File: src/hdl/psl_pkg.sv
// shared types, constants and helpers for the packet sequence loss tracker
// no dependencies; imported by the tracker and its checker
`default_nettype none
package psl_pkg;

	localparam int SEQ_W = 16;
	localparam int CNT_W = 32;

	localparam logic [1:0] KIND_DATA      = 2'd0;
	localparam logic [1:0] KIND_PARITY    = 2'd1;
	localparam logic [1:0] KIND_RECOVERED = 2'd2;
	localparam logic [1:0] KIND_CLEAR     = 2'd3;

	// saturating add of two counter-wide values
	function automatic logic [CNT_W-1:0] sat_add(input logic [CNT_W-1:0] a,
			input logic [CNT_W-1:0] b);
		logic [CNT_W:0] s;
		s = {1'b0, a} + {1'b0, b};
		return s[CNT_W] ? {CNT_W{1'b1}} : s[CNT_W-1:0];
	endfunction

endpackage
`default_nettype wire

File: src/hdl/packet_sequence_loss_tracker.sv
// packet sequence loss tracker: missing-number ring in one synchronous memory
// plus statistics counters; depends on psl_pkg
// result word: an accepted word passes S_EVAL and then S_DONE, where its result is
//   registered; parity, recovered, clear and in-order data words go straight
//   there, a jump ahead by g first writes min(g-1, RING_DEPTH) ring entries, a late
//   data word first reads up to RING_DEPTH ring entries (single memory read port)
// throughput: one word in flight; next word taken once the result is latched
// reset: async active low; then a sweep over every ring address clears the ring
//   while pkt_stall stays high
`default_nettype none
module packet_sequence_loss_tracker
	import psl_pkg::*;
#(
	parameter int RING_DEPTH  = 128,
	parameter int WRAP_WINDOW = 255
) (
	input  wire logic             clk,
	input  wire logic             arst_n,
	input  wire logic             pkt_valid,
	output logic                  pkt_stall,
	input  wire logic [1:0]       kind,
	input  wire logic [SEQ_W-1:0] seq_number,
	input  wire logic [SEQ_W-1:0] packet_size,
	output logic                  stat_valid,
	input  wire logic             stat_stall,
	output logic [CNT_W-1:0]      lost_count,
	output logic [CNT_W-1:0]      duplicate_count,
	output logic [CNT_W-1:0]      disorder_count,
	output logic [CNT_W-1:0]      recovered_count,
	output logic [CNT_W-1:0]      data_packets,
	output logic [CNT_W-1:0]      data_bytes,
	output logic [CNT_W-1:0]      parity_packets,
	output logic [CNT_W-1:0]      parity_bytes,
	output logic [SEQ_W-1:0]      highest_seq,
	output logic                  seq_started
);

	localparam int AW = $clog2(RING_DEPTH);
	localparam int CW = $clog2(RING_DEPTH + 1);
	localparam logic [AW-1:0]    LAST_ADDR   = AW'(RING_DEPTH - 1);
	localparam logic [SEQ_W-1:0] WIN         = SEQ_W'(WRAP_WINDOW);
	localparam logic [SEQ_W:0]   AHEAD_LIMIT = (SEQ_W + 1)'(65536 - WRAP_WINDOW);
	localparam logic [SEQ_W:0]   DEPTH_X     = (SEQ_W + 1)'(RING_DEPTH);
	localparam logic [SEQ_W-1:0] DEPTH_S     = SEQ_W'(RING_DEPTH);

	typedef enum logic [5:0] {
		S_INIT   = 6'b000001,
		S_IDLE   = 6'b000010,
		S_EVAL   = 6'b000100,
		S_INSERT = 6'b001000,
		S_SEARCH = 6'b010000,
		S_DONE   = 6'b100000
	} state_t;

	state_t state_q;

	logic [1:0]       kind_q;
	logic [SEQ_W-1:0] seq_q, size_q, top_q;
	logic             started_q;
	logic [CNT_W-1:0] lost_q, dup_q, disorder_q, rec_q;
	logic [CNT_W-1:0] dpkt_q, dbytes_q, ppkt_q, pbytes_q;
	logic [AW-1:0]    wptr_q, addr_q;
	logic [SEQ_W-1:0] ins_seq_q;
	logic [CW-1:0]    ins_left_q;
	logic             issue_q;
	logic             rd_pend_s1;
	logic [AW-1:0]    rd_addr_s1;
	logic [SEQ_W:0]   rd_data_s1;
	logic             stat_valid_q;

	// ring entry: valid bit on top of the missing sequence number
	logic [SEQ_W:0] ring_mem [RING_DEPTH];

	// sequence distance against the highest number seen
	logic [SEQ_W-1:0] diff, gap, first_off, ins_start;
	logic             seq_ge, ahead, gap_big;
	logic [CW-1:0]    ins_n;

	always_comb begin
		diff      = seq_q - top_q;
		seq_ge    = seq_q >= top_q;
		ahead     = seq_ge ? ((diff != '0) && (diff <= WIN))
		                   : ({1'b0, diff} < AHEAD_LIMIT);
		gap       = diff - SEQ_W'(1);
		gap_big   = {1'b0, gap} > DEPTH_X;
		first_off = gap_big ? (gap - DEPTH_S + SEQ_W'(1)) : SEQ_W'(1);
		ins_start = top_q + first_off;
		ins_n     = gap_big ? CW'(RING_DEPTH) : CW'(gap);
	end

	logic hit, scan_end;
	assign hit      = rd_pend_s1 && rd_data_s1[SEQ_W] && (rd_data_s1[SEQ_W-1:0] == seq_q);
	assign scan_end = rd_pend_s1 && (rd_addr_s1 == LAST_ADDR);

	// memory write port
	logic           mem_we;
	logic [AW-1:0]  mem_wa;
	logic [SEQ_W:0] mem_wd;

	always_comb begin
		mem_we = 1'b0;
		mem_wa = addr_q;
		mem_wd = '0;
		unique case (state_q)
			S_INIT: begin
				mem_we = 1'b1;
			end
			S_INSERT: begin
				mem_we = 1'b1;
				mem_wa = wptr_q;
				mem_wd = {1'b1, ins_seq_q};
			end
			S_SEARCH: begin
				mem_we = hit;
				mem_wa = rd_addr_s1;
			end
			default: begin
				mem_we = 1'b0;
			end
		endcase
	end

	always_ff @(posedge clk) begin
		if (mem_we)
			ring_mem[mem_wa] <= mem_wd;
		rd_data_s1 <= ring_mem[addr_q];
	end

	logic out_load;
	assign out_load = (state_q == S_DONE) && (!stat_valid_q || !stat_stall);

	always_ff @(posedge clk or negedge arst_n) begin
		if (!arst_n) begin
			state_q      <= S_INIT;
			top_q        <= '0;
			started_q    <= 1'b0;
			lost_q       <= '0;
			dup_q        <= '0;
			disorder_q   <= '0;
			rec_q        <= '0;
			dpkt_q       <= '0;
			dbytes_q     <= '0;
			ppkt_q       <= '0;
			pbytes_q     <= '0;
			wptr_q       <= '0;
			addr_q       <= '0;
			ins_left_q   <= '0;
			issue_q      <= 1'b0;
			rd_pend_s1   <= 1'b0;
			stat_valid_q <= 1'b0;
		end else begin
			rd_pend_s1 <= 1'b0;
			if (out_load)
				stat_valid_q <= 1'b1;
			else if (!stat_stall)
				stat_valid_q <= 1'b0;

			unique case (state_q)
				S_INIT: begin
					// clearing sweep over the ring
					addr_q <= addr_q + AW'(1);
					if (addr_q == LAST_ADDR) begin
						addr_q  <= '0;
						state_q <= S_IDLE;
					end
				end
				S_IDLE: begin
					if (pkt_valid)
						state_q <= S_EVAL;
				end
				S_EVAL: begin
					state_q <= S_DONE;
					case (kind_q)
						KIND_DATA: begin
							dpkt_q   <= sat_add(dpkt_q, CNT_W'(1));
							dbytes_q <= sat_add(dbytes_q, CNT_W'(size_q));
							if (!started_q) begin
								top_q     <= seq_q;
								started_q <= 1'b1;
							end else if (ahead) begin
								lost_q    <= sat_add(lost_q, CNT_W'(gap));
								top_q     <= seq_q;
								ins_seq_q <= ins_start;
								ins_left_q <= ins_n;
								if (gap != '0)
									state_q <= S_INSERT;
							end else begin
								disorder_q <= sat_add(disorder_q, CNT_W'(1));
								addr_q     <= '0;
								issue_q    <= 1'b1;
								state_q    <= S_SEARCH;
							end
						end
						KIND_PARITY: begin
							ppkt_q   <= sat_add(ppkt_q, CNT_W'(1));
							pbytes_q <= sat_add(pbytes_q, CNT_W'(size_q));
						end
						KIND_RECOVERED: begin
							rec_q <= sat_add(rec_q, CNT_W'(1));
						end
						default: begin
							dup_q      <= '0;
							disorder_q <= '0;
							rec_q      <= '0;
							dpkt_q     <= '0;
							dbytes_q   <= '0;
							ppkt_q     <= '0;
							pbytes_q   <= '0;
						end
					endcase
				end
				S_INSERT: begin
					wptr_q     <= (wptr_q == LAST_ADDR) ? '0 : wptr_q + AW'(1);
					ins_seq_q  <= ins_seq_q + SEQ_W'(1);
					ins_left_q <= ins_left_q - CW'(1);
					if (ins_left_q == CW'(1))
						state_q <= S_DONE;
				end
				S_SEARCH: begin
					// reads issued one per cycle, each compared in the cycle after its issue
					if (issue_q) begin
						addr_q <= addr_q + AW'(1);
						if (addr_q == LAST_ADDR) begin
							addr_q  <= '0;
							issue_q <= 1'b0;
						end
					end
					rd_pend_s1 <= issue_q;
					if (hit) begin
						if (lost_q != '0)
							lost_q <= lost_q - CNT_W'(1);
						issue_q    <= 1'b0;
						addr_q     <= '0;
						rd_pend_s1 <= 1'b0;
						state_q    <= S_DONE;
					end else if (scan_end) begin
						dup_q      <= sat_add(dup_q, CNT_W'(1));
						rd_pend_s1 <= 1'b0;
						state_q    <= S_DONE;
					end
				end
				S_DONE: begin
					if (out_load)
						state_q <= S_IDLE;
				end
				default: begin
					state_q <= S_INIT;
				end
			endcase
		end
	end

	// item capture and read address pipeline
	always_ff @(posedge clk) begin
		if (state_q == S_IDLE && pkt_valid) begin
			kind_q <= kind;
			seq_q  <= seq_number;
			size_q <= packet_size;
		end
		rd_addr_s1 <= addr_q;
	end

	// result word register
	always_ff @(posedge clk) begin
		if (out_load) begin
			lost_count      <= lost_q;
			duplicate_count <= dup_q;
			disorder_count  <= disorder_q;
			recovered_count <= rec_q;
			data_packets    <= dpkt_q;
			data_bytes      <= dbytes_q;
			parity_packets  <= ppkt_q;
			parity_bytes    <= pbytes_q;
			highest_seq     <= top_q;
			seq_started     <= started_q;
		end
	end

	assign pkt_stall  = (state_q != S_IDLE);
	assign stat_valid = stat_valid_q;

endmodule
`default_nettype wire

File: config.mk
export PLATFORM = sky130hd
export DESIGN_NAME = packet_sequence_loss_tracker
export DESIGN_NICKNAME = d
export VERILOG_FILES = /design/src/hdl/psl_pkg.sv /design/src/hdl/packet_sequence_loss_tracker.sv
export SDC_FILE = /design/constraint.sdc
export NUM_CORES = 2
export LEC_CHECK = 0
export ABC_AREA = 1
export BUFFER_PORTS_ARGS = -buffer_cell sky130_fd_sc_hd__clkbuf_2
export CORE_AREA = 2 2 587 589
export DETAILED_ROUTE_END_ITERATION = 8
export DIE_AREA = 0 0 589 591
export GPL_TIMING_DRIVEN = 0
export PLACE_DENSITY = 0.51
export SYNTH_ARGS = -nofsm -noshare
export SYNTH_HDL_FRONTEND = slang
export SYNTH_SLANG_ARGS = --single-unit
File: constraint.sdc
create_clock -name clk -period 20.4 [get_ports clk]
set_clock_uncertainty 0.2 [all_clocks]
set_input_delay 0 -clock clk [delete_from_list [all_inputs] [get_ports clk]]
set_output_delay 0 -clock clk [all_outputs]
set_load 0.01 [all_outputs]
Word level (Yosys, flattened, before mapping)
Memory sizes are Yosys's and may differ from the RTL's. A register that Yosys moved wholly into a read port is not among the register bits. Cells that the tools add are included.

Flip-flop bits (word level): 634. Memory bits (writable): 2176. Input bits: 38. Output and inout bits: 275. Logic and storage cells: 200. Memories kept: 1.

Add/subtract/negate cells: 18. Magnitude comparators: 4. Equality and inequality tests: 33. Mux-type cells: 75. Bitwise operators: 3. Reductions and logical operators: 34.

Memories: ring_mem (depth 128, bits a word 17, read ports 1, clocked after Yosys merged registers in 1, wr ports 1, RTL line packet_sequence_loss_tracker.sv:72) `logic [SEQ_W:0] ring_mem [RING_DEPTH];`.

Operator list (count): 32-bit 2-to-1 mux (18); 32-bit case mux with 2 select lines (8); 32-bit by 1-bit adder with 33-bit output, second input constant (5); 32-bit by 16-bit adder with 33-bit output (3); 16-bit 2-to-1 mux (6); 6-bit 2-to-1 mux (10); 7-bit 2-to-1 mux (7); 6-bit case mux with 6 select lines (1); 16-bit by 1-bit adder with 16-bit output, second input constant (2); 8-bit 2-to-1 mux (4); 16-bit case mux with 2 select lines (1); 16-bit nonzero test (2); 32-bit nonzero test (1); 32-bit by 1-bit subtractor with 32-bit output, second input constant (1); 2-bit inequality test, second input constant (15); 7-bit == test, second input constant (3); 7-bit case mux with 3 select lines (1); 17-bit 2-to-1 mux (1); 16-bit adder (1); 16-bit == test (1); 16-bit greater-or-equal comparator (1); 16-bit by 8-bit > comparator with 1-bit output, second input constant (1); 16-bit by 8-bit less-or-equal comparator with 1-bit output, second input constant (1); 16-bit less-than comparator, second input constant (1); 35 further kinds (72).

Logic depth before layout (Yosys ltp)
Word-level depth: 10. Mapped depth: 37. Mapped depth without buffers: 36.

Least setup slack after synthesis
No wires, ideal clock.

Path kind: reg2reg. Start: register state_q[1]. End: register data_bytes[0], enable pin. Library setup time: 913 ps. Data arrival time: 12224 ps. Path slack: 7063 ps. Stages on the path, launching flop included: 6. Path buffers: 0. Clock period less this slack: 13337 ps. Cell sequence: dfrtp_1 nor2_1 inv_1 nor2_2 nand3_1 nor2_1.

Word-level cells in the longest chain between the ends: 2.

RTL lines: start, declared (RTL line packet_sequence_loss_tracker.sv:55) `state_t state_q;`; start signal, assigned (RTL line packet_sequence_loss_tracker.sv:134) `state_q <= S_INIT;`; start signal, assigned (RTL line packet_sequence_loss_tracker.sv:164) `state_q <= S_IDLE;`; start signal, assigned (RTL line packet_sequence_loss_tracker.sv:169) `state_q <= S_EVAL;`; 6-bit == test (RTL line packet_sequence_loss_tracker.sv:130) `assign out_load = (state_q == S_DONE) && (!stat_valid_q || !stat_stall);`; 1-bit logical AND (RTL line packet_sequence_loss_tracker.sv:130); via out_load (RTL line packet_sequence_loss_tracker.sv:129) `logic out_load;`; end signal, assigned (RTL line packet_sequence_loss_tracker.sv:271) `data_bytes <= dbytes_q;`; end, declared (RTL line packet_sequence_loss_tracker.sv:31) `output logic [CNT_W-1:0] data_bytes,`.

The timed path passes the listed nets, and every way through them passes these cells. A chain may end at the register's enable or synchronous reset.

==> metrics.md <==
| Metric | Value |
|---|---|
| Status | complete, but fails checks |
| Failing checks | design-rule violations, max-capacitance violations, max-slew violations |
| Synth top area share | 63.0% |
| Row count | 215 |
| R2R Path Start | addr_q[0] |
| Cells after Synth | 9,743 |
| Worst skew pair latency | 0.94 ns |
| Antenna viol nets, final | 0 |
| CTS tree | done |
| Most common cell in the netlist | edfxtp_1 |
| RSZ-0062 raised after global routing | no |
| Gpl congestion | 1.08 |
| Tot GR Track Use | 30.5% |
| Worst Setup Path Type | reg -> reg |
| YS warnings | 0 |
| Hold Slack | 0.178 ns |
| CP endpoint kind | register |
| Max reg flops | 2,176 |
| Mapped Area | 0.119 sq mm |
| Initial DRC Count | 14,700 |
| Post-route cell area | 0.143 sq mm |
| Total Nets Final | 10,800 |
| Launching element of the worst setup path | addr_q[0] |
| Asr flop ratio synth | 10.8% |
| Fill cell count | 31,900 |
| Post-Syn Area per Cell | 12.2 sq um |
| Die width | 589 microns |
| Worst Path Arrival | 7.39 ns |
| Critical path startpoint category | register |
| Multi-input logic area | 0.0332 sq mm |
| Least-Margin Pin Slew | 1.67 ns |
| Synthesized flop and latch total | 2,827 |
| Die ar. | 0.348 sq mm |
| F_max | 0.144 GHz |
| Setup violations, final | 0 |
| Post-Syn Nets | 9,883 |
| Leak pwr | 55.0 nW |
| Total gr overflow | 0 |
| # port buffers | 312 |
| First-pass GRT wire length | 728,000 microns |
| Worst vdd ir | 79.4 uV |
| Number of buffers created by CTS | 313 |
| Synth cell count leaders | edfxtp_1 (2,499), nor2_1 (1,669), o21ai_0 (930) |
| Crit path required time | 20.84 ns |
| Dominant synthesized flop cell | edfxtp_1 |
| Crit Path Max Fanout | 10 |
| Vias in the first global route | 86,100 |
| Via/cell ratio | 5.93 |
| Core Area | 0.342 sq mm |
| Largest net degree at the start of global routing | 93 |
| Synth-to-layout area growth | 20.1% |
| Area post-placement | 0.132 sq mm |
| CTS Sinks | 2,827 |
| CTS Buffer Depth | 4 |
| Final HPWL DP | 396,000 microns |
| Post-synth EDFFs | 2,499 |
| Area leader, netlist | edfxtp_1 |
| Rel. slew slack | -11.3% |
| Setup_tns | 0 ns |
| Clock tree root driver cell | clkbuf_16 |
| Count of different cell masters after synthesis | 74 |
| Max-Cap Viols | 10 |
| Hold Vio Cnt, Final | 0 |
| Worst hold path type | in -> async |
| Final WL | 546,000 microns |
| Most flops, register | ring_mem |
| Initial antenna violation count | 47 |
| Clock Pin Slew Worst Setup and Hold Paths | 0.06 ns |
| Vias post-DR | 91,900 |
| Die H | 591 microns |
| CTS H-tree depth | 5 |
| Avg WL per Cell | 35.3 microns |
| R2r setup slk | 13.44 ns |
| Post-route DRC | 20 |
| Fin crit period | 6.96 ns |
| Synth top area cells | edfxtp_1 (63%), dfrtp_1 (6.4%), nor2_1 (5.3%), o21ai_0 (3.9%), nand2_1 (2.9%) |
| Slew Limit Fails | 109 |
| Register area | 0.0831 sq mm |
| Initial Utilization | 34.8% |
| 1st-pass router iterations | 9 |
| Io pins | 313 |
| Post-synthesis sequential area ratio | 69.8% |
| PD cells | 136 mW/mm^2 |
| Final Cycle Share | 34.1% |
| Share of cells above drive strength 1 | 12.3% |
## placed cells by master, fill, tap and decap left out, types with 42 or more instances in the layout
cell	Yosys	routed
o32ai_1	335	335
nor2_1	1669	1522
buf_16	0	49
nand3_1	386	386
o221ai_1	210	210
clkbuf_1	391	432
clkbuf_2	1	329
inv_1	459	459
clkbuf_16	0	325
mux2i_1	211	211
a31oi_1	62	62
dfrtp_1	303	303
o21ai_0	930	930
o211ai_1	74	74
buf_2	67	67
edfxtp_1	2499	2499
dlygate4sd3_1	0	74
clkinv_2	1	52
a21oi_1	323	323
nand4_1	75	75
nand2_1	908	908
xor2_1	146	146
nor3_1	117	116
buf_12	0	158
buf_1	66	66
clkinv_1	4	60
xnor2_1	42	42
nor2_4	8	154
ha_1	97	97
## cell families after synthesis
family / count (synthesis) / share of synthesized area [%]
compound gates: 2099 / 11.1
xor+xnor: 188 / 1.38
fa+ha+maj: 102 / 1.10
buf+inv: 1018 / 3.30
flops: 2827 / 69.8
mux: 211 / 1.77
simple gates: 3298 / 11.6
## critical path, cell delays in order, from the launching register on
cell      delay, ns
dfrtp_1        0.53
buf_2          0.52
buf_2          0.46
buf_2          0.54
buf_2          0.71
clkbuf_1       0.97
o21ai_0        0.22
o32ai_1        0.54
o211ai_1       0.68
nand3_1        0.23
nand3_1        0.14
a31oi_1        0.94
## cell type report
| type | instances | share of cell area (%) |
|---|---|---|
| antenna | 21 | 0.0367 |
| buffer | 529 | 1.48 |
| clock buffer | 395 | 5.95 |
| clock inverter | 169 | 1.16 |
| inverter | 489 | 1.28 |
| multi-input combinational | 5898 | 23.2 |
| sequential | 2827 | 58.1 |
| tap | 4557 | 3.99 |
| timing repair buffer | 598 | 4.81 |
## repair_timing
action                    CTS  global route
hold endpoints to repair  477             0
buffers inserted            0             0
hold buffers               75             0
resized for setup           0             0
## path summary, 6_finish.rpt
kind                            endpoint  cells past startpoint
min in group clk           rd_addr_s1[4]                      0
setup / recovery           rd_data_s1[9]                     11
hold / removal                dpkt_q[29]                      4
max in group asynchronous      wptr_q[5]                      4
hold reg to reg            rd_addr_s1[4]                      0
setup reg to reg           rd_data_s1[9]                     11
## power breakdown
group          internal (mW)  switching [mW]
Clock                   3.32            2.41
Sequential              6.39           0.134
Combinational           1.64            5.56
Total                   11.4            8.11
## routing by layer
metal  vias to the layer above  track usage [%]  share of wire, %
met4                        38             22.8               9.1
met5                         -           0.0406             0.051
met3                      1583             9.98                12
met2                      6537             44.6                42
li1                      37700                -                 -
met1                     46000             37.6                37
## through the flow
| step | worst slack (ns) | utilization (%) | power (mW) | instances |
|---|---|---|---|---|
| after floorplan | 7.06 | - | 9.97 | 9743 |
| after global placement | 1.78 | 37.0 | 13.3 | 14600 |
| after detailed placement | 13.76 | 38.6 | 13.4 | 14800 |
| after CTS | 13.74 | 41.8 | 19.1 | 15500 |
| after global routing | 13.12 | 41.8 | 19.8 | 15500 |
| final | 13.44 | 41.8 | 19.5 | 15500 |
(Power assumes the default switching activity.)
